<file path="config.mk">
export PLATFORM = sky130hd
export DESIGN_NAME = failed_login_tracker_unit
export DESIGN_NICKNAME = d
export VERILOG_FILES = /design/src/sv/flt_pkg.sv /design/src/sv/flt_engine.sv /design/src/sv/failed_login_tracker_unit.sv
export SDC_FILE = /design/constraint.sdc
export NUM_CORES = 2
export LEC_CHECK = 0
export BUFFER_PORTS_ARGS = -buffer_cell sky130_fd_sc_hd__buf_2
export CORE_MARGIN = 4
export CORE_UTILIZATION = 30
export CTS_CLUSTER_SIZE = 24
export DETAILED_ROUTE_END_ITERATION = 8
export GPL_TIMING_DRIVEN = 0
export PLACE_DENSITY = 0.43
export REMOVE_ABC_BUFFERS = 1
export SYNTH_ARGS = -nofsm -noshare
export SYNTH_HDL_FRONTEND = slang
export SYNTH_SLANG_ARGS = --single-unit
</file>
<file path="constraint.sdc">
create_clock -name aclk -period 6.5 [get_ports aclk]
set_clock_uncertainty 0.2 [all_clocks]
set_input_delay 0.325 -clock aclk [delete_from_list [all_inputs] [get_ports aclk]]
set_output_delay 0.325 -clock aclk [all_outputs]
set_load 0.02 [all_outputs]
</file>
<file path="src/sv/flt_pkg.sv">
`default_nettype none

package flt_pkg;

    typedef enum logic [1:0] {
        S_IDLE,
        S_SCAN,
        S_DONE
    } state_t;

    localparam logic [1:0] OP_FAILED   = 2'd0;
    localparam logic [1:0] OP_ACCEPTED = 2'd1;

    localparam logic [1:0] ST_FAILED       = 2'd0;
    localparam logic [1:0] ST_CONNECTED    = 2'd1;
    localparam logic [1:0] ST_DISCONNECTED = 2'd2;
    localparam logic [1:0] ST_BLOCKED      = 2'd3;

    localparam logic [7:0] ALLOWED_RESET = 8'd3;
    localparam logic [7:0] COUNT_MAX     = 8'hFF;

    typedef struct packed {
        logic [1:0] status;
        logic [7:0] attempt_count;
        logic       block_request;
        logic       new_entry;
        logic       table_full;
    } result_t;

endpackage

`default_nettype wire

</file>
<file path="src/sv/flt_engine.sv">
`default_nettype none

module flt_engine #(
    parameter int TABLE_DEPTH = 64
) (
    input  wire logic             aclk,
    input  wire logic             aresetn,
    input  wire logic             start,
    output logic                  idle,
    input  wire logic [31:0]      source_ip,
    input  wire logic [1:0]       opcode,
    input  wire logic [7:0]       attempt_limit,
    output logic                  res_valid,
    input  wire logic             res_ready,
    output flt_pkg::result_t      res
);
    import flt_pkg::*;

    localparam int IDX_W = (TABLE_DEPTH > 1) ? $clog2(TABLE_DEPTH) : 1;
    localparam int CNT_W = $clog2(TABLE_DEPTH + 1);

    logic [31:0] addr_mem [TABLE_DEPTH];
    logic [7:0]  cnt_mem  [TABLE_DEPTH];

    state_t           state_reg, state_next;
    logic [CNT_W-1:0] used_reg, used_next;
    logic [CNT_W-1:0] issue_reg, issue_next;
    logic             rd_valid_reg, rd_valid_next;
    logic [IDX_W-1:0] rd_idx_reg, rd_idx_next;
    logic [31:0]      ip_reg;
    logic [1:0]       op_reg;
    result_t          res_reg, res_next;

    logic [31:0]      addr_q;
    logic [7:0]       cnt_q;
    logic             rd_en;
    logic             addr_we;
    logic             cnt_we;
    logic [IDX_W-1:0] waddr;
    logic [7:0]       cnt_wdata;
    logic [7:0]       count_new;
    logic [1:0]       op_status;

    always_ff @(posedge aclk) begin
        if (rd_en) begin
            addr_q <= addr_mem[rd_idx_next];
            cnt_q  <= cnt_mem[rd_idx_next];
        end
        if (addr_we) begin
            addr_mem[waddr] <= ip_reg;
        end
        if (cnt_we) begin
            cnt_mem[waddr] <= cnt_wdata;
        end
    end

    always_ff @(posedge aclk) begin
        if (!aresetn) begin
            state_reg    <= S_IDLE;
            used_reg     <= '0;
            rd_valid_reg <= 1'b0;
        end else begin
            state_reg    <= state_next;
            used_reg     <= used_next;
            rd_valid_reg <= rd_valid_next;
        end
    end

    always_ff @(posedge aclk) begin
        issue_reg  <= issue_next;
        rd_idx_reg <= rd_idx_next;
        res_reg    <= res_next;
        if (start) begin
            ip_reg <= source_ip;
            op_reg <= opcode;
        end
    end

    always_comb begin
        case (op_reg)
            OP_FAILED:   count_new = (cnt_q == COUNT_MAX) ? cnt_q : cnt_q + 8'd1;
            OP_ACCEPTED: count_new = 8'd0;
            default:     count_new = cnt_q;
        endcase
        case (op_reg)
            OP_FAILED:   op_status = ST_FAILED;
            OP_ACCEPTED: op_status = ST_CONNECTED;
            default:     op_status = ST_DISCONNECTED;
        endcase
    end

    always_comb begin
        state_next    = state_reg;
        used_next     = used_reg;
        issue_next    = issue_reg;
        rd_valid_next = 1'b0;
        rd_idx_next   = rd_idx_reg;
        res_next      = res_reg;
        rd_en         = 1'b0;
        addr_we       = 1'b0;
        cnt_we        = 1'b0;
        waddr         = rd_idx_reg;
        cnt_wdata     = count_new;
        case (state_reg)
            S_IDLE: begin
                if (start) begin
                    issue_next = '0;
                    state_next = S_SCAN;
                end
            end
            S_SCAN: begin
                if (rd_valid_reg && (addr_q == ip_reg)) begin
                    cnt_we                 = 1'b1;
                    res_next.attempt_count = count_new;
                    res_next.new_entry     = 1'b0;
                    res_next.table_full    = 1'b0;
                    if (count_new > attempt_limit) begin
                        res_next.status        = ST_BLOCKED;
                        res_next.block_request = 1'b1;
                    end else begin
                        res_next.status        = op_status;
                        res_next.block_request = 1'b0;
                    end
                    state_next = S_DONE;
                end else if (issue_reg < used_reg) begin
                    rd_en         = 1'b1;
                    rd_idx_next   = issue_reg[IDX_W-1:0];
                    rd_valid_next = 1'b1;
                    issue_next    = issue_reg + CNT_W'(1);
                end else if (!rd_valid_reg) begin
                    res_next.status        = op_status;
                    res_next.block_request = 1'b0;
                    if (used_reg < CNT_W'(TABLE_DEPTH)) begin
                        waddr                  = used_reg[IDX_W-1:0];
                        addr_we                = 1'b1;
                        cnt_we                 = 1'b1;
                        cnt_wdata              = 8'd1;
                        used_next              = used_reg + CNT_W'(1);
                        res_next.attempt_count = 8'd1;
                        res_next.new_entry     = 1'b1;
                        res_next.table_full    = 1'b0;
                    end else begin
                        res_next.attempt_count = 8'd0;
                        res_next.new_entry     = 1'b0;
                        res_next.table_full    = 1'b1;
                    end
                    state_next = S_DONE;
                end
            end
            S_DONE: begin
                if (res_ready) begin
                    state_next = S_IDLE;
                end
            end
            default: begin
                state_next = S_IDLE;
            end
        endcase
    end

    assign idle      = (state_reg == S_IDLE);
    assign res_valid = (state_reg == S_DONE);
    assign res       = res_reg;

endmodule

`default_nettype wire

</file>
<file path="src/sv/failed_login_tracker_unit.sv">
// Channel   Direction  tdata               tuser
// s_        in         [31:0] source_ip    [1:0] opcode
// m_        out        [7:0] attempt_count [1:0] status, [2] block_request,
//                                          [3] new_entry, [4] table_full
//
// An event holds s_tready low for the whole lookup: the lookup reads one stored
// address per cycle from the address memory, so a hit in slot i ends the scan
// there, a miss reads every used slot, and an event on an empty table reads none.
// Reset empties the table at once and sets the attempt limit to 3.
// The result sits in an output register; a stalled m_ side holds the next
// event in its final cycle until the register frees.
`default_nettype none

module failed_login_tracker_unit #(
    parameter int TABLE_DEPTH = 64
) (
    input  wire logic        aclk,
    input  wire logic        aresetn,
    input  wire logic        cfg_we,
    input  wire logic [7:0]  cfg_wdata,
    input  wire logic        s_tvalid,
    output logic             s_tready,
    input  wire logic [31:0] s_tdata,   // [31:0] source_ip
    input  wire logic [1:0]  s_tuser,   // [1:0] opcode
    output logic             m_tvalid,
    input  wire logic        m_tready,
    output logic [7:0]       m_tdata,   // [7:0] attempt_count
    output logic [4:0]       m_tuser    // [1:0] status, [2] block_request,
                                        // [3] new_entry, [4] table_full
);
    import flt_pkg::*;

    logic [7:0] allowed_reg;
    logic       m_valid_reg;
    result_t    m_res_reg;
    logic       eng_idle;
    logic       res_valid;
    logic       res_ready;
    result_t    res;

    assign res_ready = !m_valid_reg || m_tready;
    assign s_tready  = eng_idle;

    flt_engine #(
        .TABLE_DEPTH(TABLE_DEPTH)
    ) u_engine (
        .aclk            (aclk),
        .aresetn         (aresetn),
        .start           (s_tvalid && eng_idle),
        .idle            (eng_idle),
        .source_ip       (s_tdata),
        .opcode          (s_tuser),
        .attempt_limit   (allowed_reg),
        .res_valid       (res_valid),
        .res_ready       (res_ready),
        .res             (res)
    );

    always_ff @(posedge aclk) begin
        if (!aresetn) begin
            allowed_reg <= ALLOWED_RESET;
            m_valid_reg <= 1'b0;
        end else begin
            if (cfg_we) begin
                allowed_reg <= cfg_wdata;
            end
            if (res_ready) begin
                m_valid_reg <= res_valid;
            end
        end
    end

    always_ff @(posedge aclk) begin
        if (res_ready && res_valid) begin
            m_res_reg <= res;
        end
    end

    assign m_tvalid = m_valid_reg;
    assign m_tdata  = m_res_reg.attempt_count;
    assign m_tuser  = {m_res_reg.table_full, m_res_reg.new_entry,
                       m_res_reg.block_request, m_res_reg.status};

endmodule

`default_nettype wire
</file>
==> out/qor.txt <==
Outcome: finished with violations
Failing checks: capacitance limit, slew limit, setup timing
Synth area leaders: edfxtp_1 (74%), a221oi_1 (4.5%), o21ai_0 (3.0%)
Crit path time final: 6.56 ns
GR Util met2: 0.318
Slew headroom: -0.0712
Worst slew pin tran: 1.59 ns
Fmax: 152 MHz
Switching Fraction: 0.341
Cell mode on critical path: buf_16
Final-report max-slew violation count: 10
Syn-to-layout area delta: 23.6%
Initial DRC count: 7909
Final WS setup: -0.0641 ns
Crit path launch type: flip-flop
TritonCTS buffer count: 307
DRT antenna net count: 0
Vias post-DR: 71.4k
Met3 usage: 0.0324
Clk pin slew, worst setup/hold paths: 0.06 ns
Die Ht: 610 um
First-pass GRT wire length: 539000 um
CP max FO: 21
Synthesis Warnings: 0
Net switching power: 18.0 mW
Crit. End Element: flip-flop
Initial antenna violation count: 30
Dpl cells: 11.9k
DR WL/cell: 30.1 um
Most used DFF post-synth: edfxtp_1
Top delay family on crit path: simple AND/OR/NAND/NOR gates
Non-filler cells, final: 12.8k
TritonCTS Sinks: 2692
Final Hold Fails: 0
Static leakage: 42.9 nW
Pin count of the biggest net entering global routing: 120
Critical Path Max Stage Delay: 0.79 ns
Syn Area/Cell: 14.8 sq um
Synth top area share: 0.736
Fin area: 0.134 sq mm
Logic pwr share: 0.309
I/O Pins: 62
Sequential share of the synthesized area: 0.741
Std cell rows: 220
Post-synth ARST share: 0
Period utilization: 1.01
Final Wtd Congestion: 0.788
CP bufs+invs: 7
Seq pwr share: 0.376
Nets@finish: 7748
Register with the most flip-flops: u_engine.addr_mem
Overall routing resource usage: 0.199
Clock Path Buffers: 4
Die ar.: 0.372 sq mm
Crit path DAT: 6.98 ns
Post-synth EDFFs: 2667
Die Wd: 610 um
Final setup vio count: 2
Most area-hungry cell type in the Yosys netlist: edfxtp_1
Internal power: 34.9 mW
Critical path, cell by cell: buf_4 -> buf_16 -> buf_16 -> buf_16 -> xnor2_4 -> nand4_1 -> or4_4 -> o32a_4 -> nand2_8 -> inv_16 -> buf_16 -> bufbuf_16 -> mux2_4 -> a2111oi_2 -> nand4_1 -> or4_1
Tot Pwr: 52.9 mW
Worst-skew pair later-pin latency: 0.93 ns
VDD IR max: 269 uV
CP required: 6.91 ns
Pwr Density: 393 mW/mm^2
Routed vias/inst: 5.59
CTS tree: done
DRC: 0
Clock share of power: 0.314
Final Routed Wirelength: 384000 um
# H-tree levels: 5
Biggest regs: u_engine.addr_mem: 2048 flops, u_engine.cnt_mem: 512 flops
Port bufs: 61
Starting Density: 0.302
Gr ovfl total: 0
Post-DP HPWL: 232000 um
Root buffer cell: clkbuf_16
Max reg flops: 2048
Global routing's busiest layer: met2
Core Region: 0.360 sq mm
Router iterations before antenna repair: 6
CP max-delay cell: nand4_1
Layout cells sized above 1: 0.178
Register bit total from synthesis: 2692
Dpl cell area: 0.122 sq mm
Post-synthesis cell area: 0.109 sq mm
Vias in the first global route: 69.6k
Netlist cell types: 65
Met1 global-route usage: 0.275
Max-cap violation count: 2
Syn Inst Count: 7354
HP Class: in -> reg
CP Class: reg -> reg
-- synthesized netlist by cell type (all sizes together), types with 2 or more instances --
cell / n
nor2b: 13
xnor2: 28
xor2: 18
o22ai: 85
mux2: 245
dfxtp: 25
a22o: 200
a221oi: 560
or4: 87
or3: 3
clkbuf: 568
o21ai: 657
and4b: 2
nand4: 54
nor4: 6
a21boi: 2
inv: 27
ha: 17
nand2: 442
edfxtp: 2667
clkinv: 2
o41ai: 4
nand2b: 18
a22oi: 40
buf: 89
nor3: 15
a21oi: 576
nand4b: 3
nor2: 171
nand3: 511
a211o: 2
o21a: 4
a31oi: 3
and2: 8
and3: 7
a21o: 3
mux2i: 9
o31ai: 3
a2111oi: 161
or2: 3
o31a: 2
-- worst min-delay path: cells and delay by family --
family                 cells  cell delay (ns)
buffers and inverters      2             0.72
AO/OA/AOI/OAI              1             0.18
-- path summary, 6_finish.rpt --
check,slack (ns),cells after the start,startpoint,to
worst max-delay path,-0.06,16,u_engine.ip_reg[13]$_DFFE_PP_,u_engine.addr_q[29]$_DFFE_PP_
worst max register to register,-0.06,16,u_engine.ip_reg[13]$_DFFE_PP_,u_engine.addr_q[29]$_DFFE_PP_
worst min-delay path,0.19,3,cfg_we,allowed_reg[1]$_SDFFE_PN1P_
worst min register to register,0.22,0,u_engine.res[10]$_SDFFCE_PN0P_,m_tdata[7]$_DFFE_PP_
-- repair_timing --
item	4_1_cts	5_1_grt
hold buffers	103	0
gates resized for setup	106	13
pin swaps	45	10
buffers inserted	60	15
endpoints found under the setup margin	552	27
cloned	33	1
hold endpoints to repair	61	0
-- layout by cell type (no fill, tap or decap), types with 142 or more instances in the layout --
master	instances
mux2_2	175
buf_12	142
nand3_1	509
a221oi_1	560
a22o_1	200
clkbuf_16	313
a21oi_1	571
nand2_1	439
edfxtp_1	2667
buf_16	157
o21ai_0	646
-- area by class of cell --
class                      count  area [sq um]
clock inverter               144          1260
sequential                  2692         80600
antenna                       73           183
inverter                      29           156
timing repair inverter         3          26.3
fill                       33600        226000
timing repair buffer         666         10800
multi-input combinational   3985         27200
clock buffer                 402          8210
tap                         4773          5970
-- routing by layer --
| metal | vias to the layer above | wire [um] |
|---|---|---|
| li1 | 30600 | - |
| met1 | 37400 | 166000 |
| met2 | 2887 | 179000 |
| met3 | 591 | 26400 |
| met4 | 2 | 13700 |
| met5 | - | 13 |
-- cell families (layout without fill, tap and decap cells) --
family	after synthesis	count (layout)	synth area share
DFF	2692	2692	0.741
buffers and inverters	686	1244	0.0244
other	0	73	0
and+or+nand+nor	1347	1353	0.0586
muxes	254	254	0.0273
xor gates and xnor gates	46	46	0.00370
AOI/OAI and AO/OA	2312	2315	0.143
adders and majority gates	17	17	0.00196
-- power by group through the flow --
stage	Clock (mW)	Sequential [mW]	Combinational, mW
after detailed placement	0	20.3	14.9
final	16.6	19.9	16.3
after floorplan	0	20.3	7.38
after global placement	0	20.6	9.11
after CTS	17.0	19.9	16.3
after global routing	17.7	19.9	17.2
-- metrics by stage --
stage                     utilization  TNS (ns)  hold slack [ns]  setup slack [ns]
after floorplan                     -  -2279.14            0.187            -55.25
after global placement          0.312         -            0.207           -156.46
after detailed placement        0.338   -770.28            0.205             -2.92
after CTS                       0.372         0            0.111           0.00487
after global routing            0.373   -0.0870            0.215           -0.0631
final                           0.373   -0.0656            0.193           -0.0641
No activity file was read; power rests on OpenSTA's default activity.
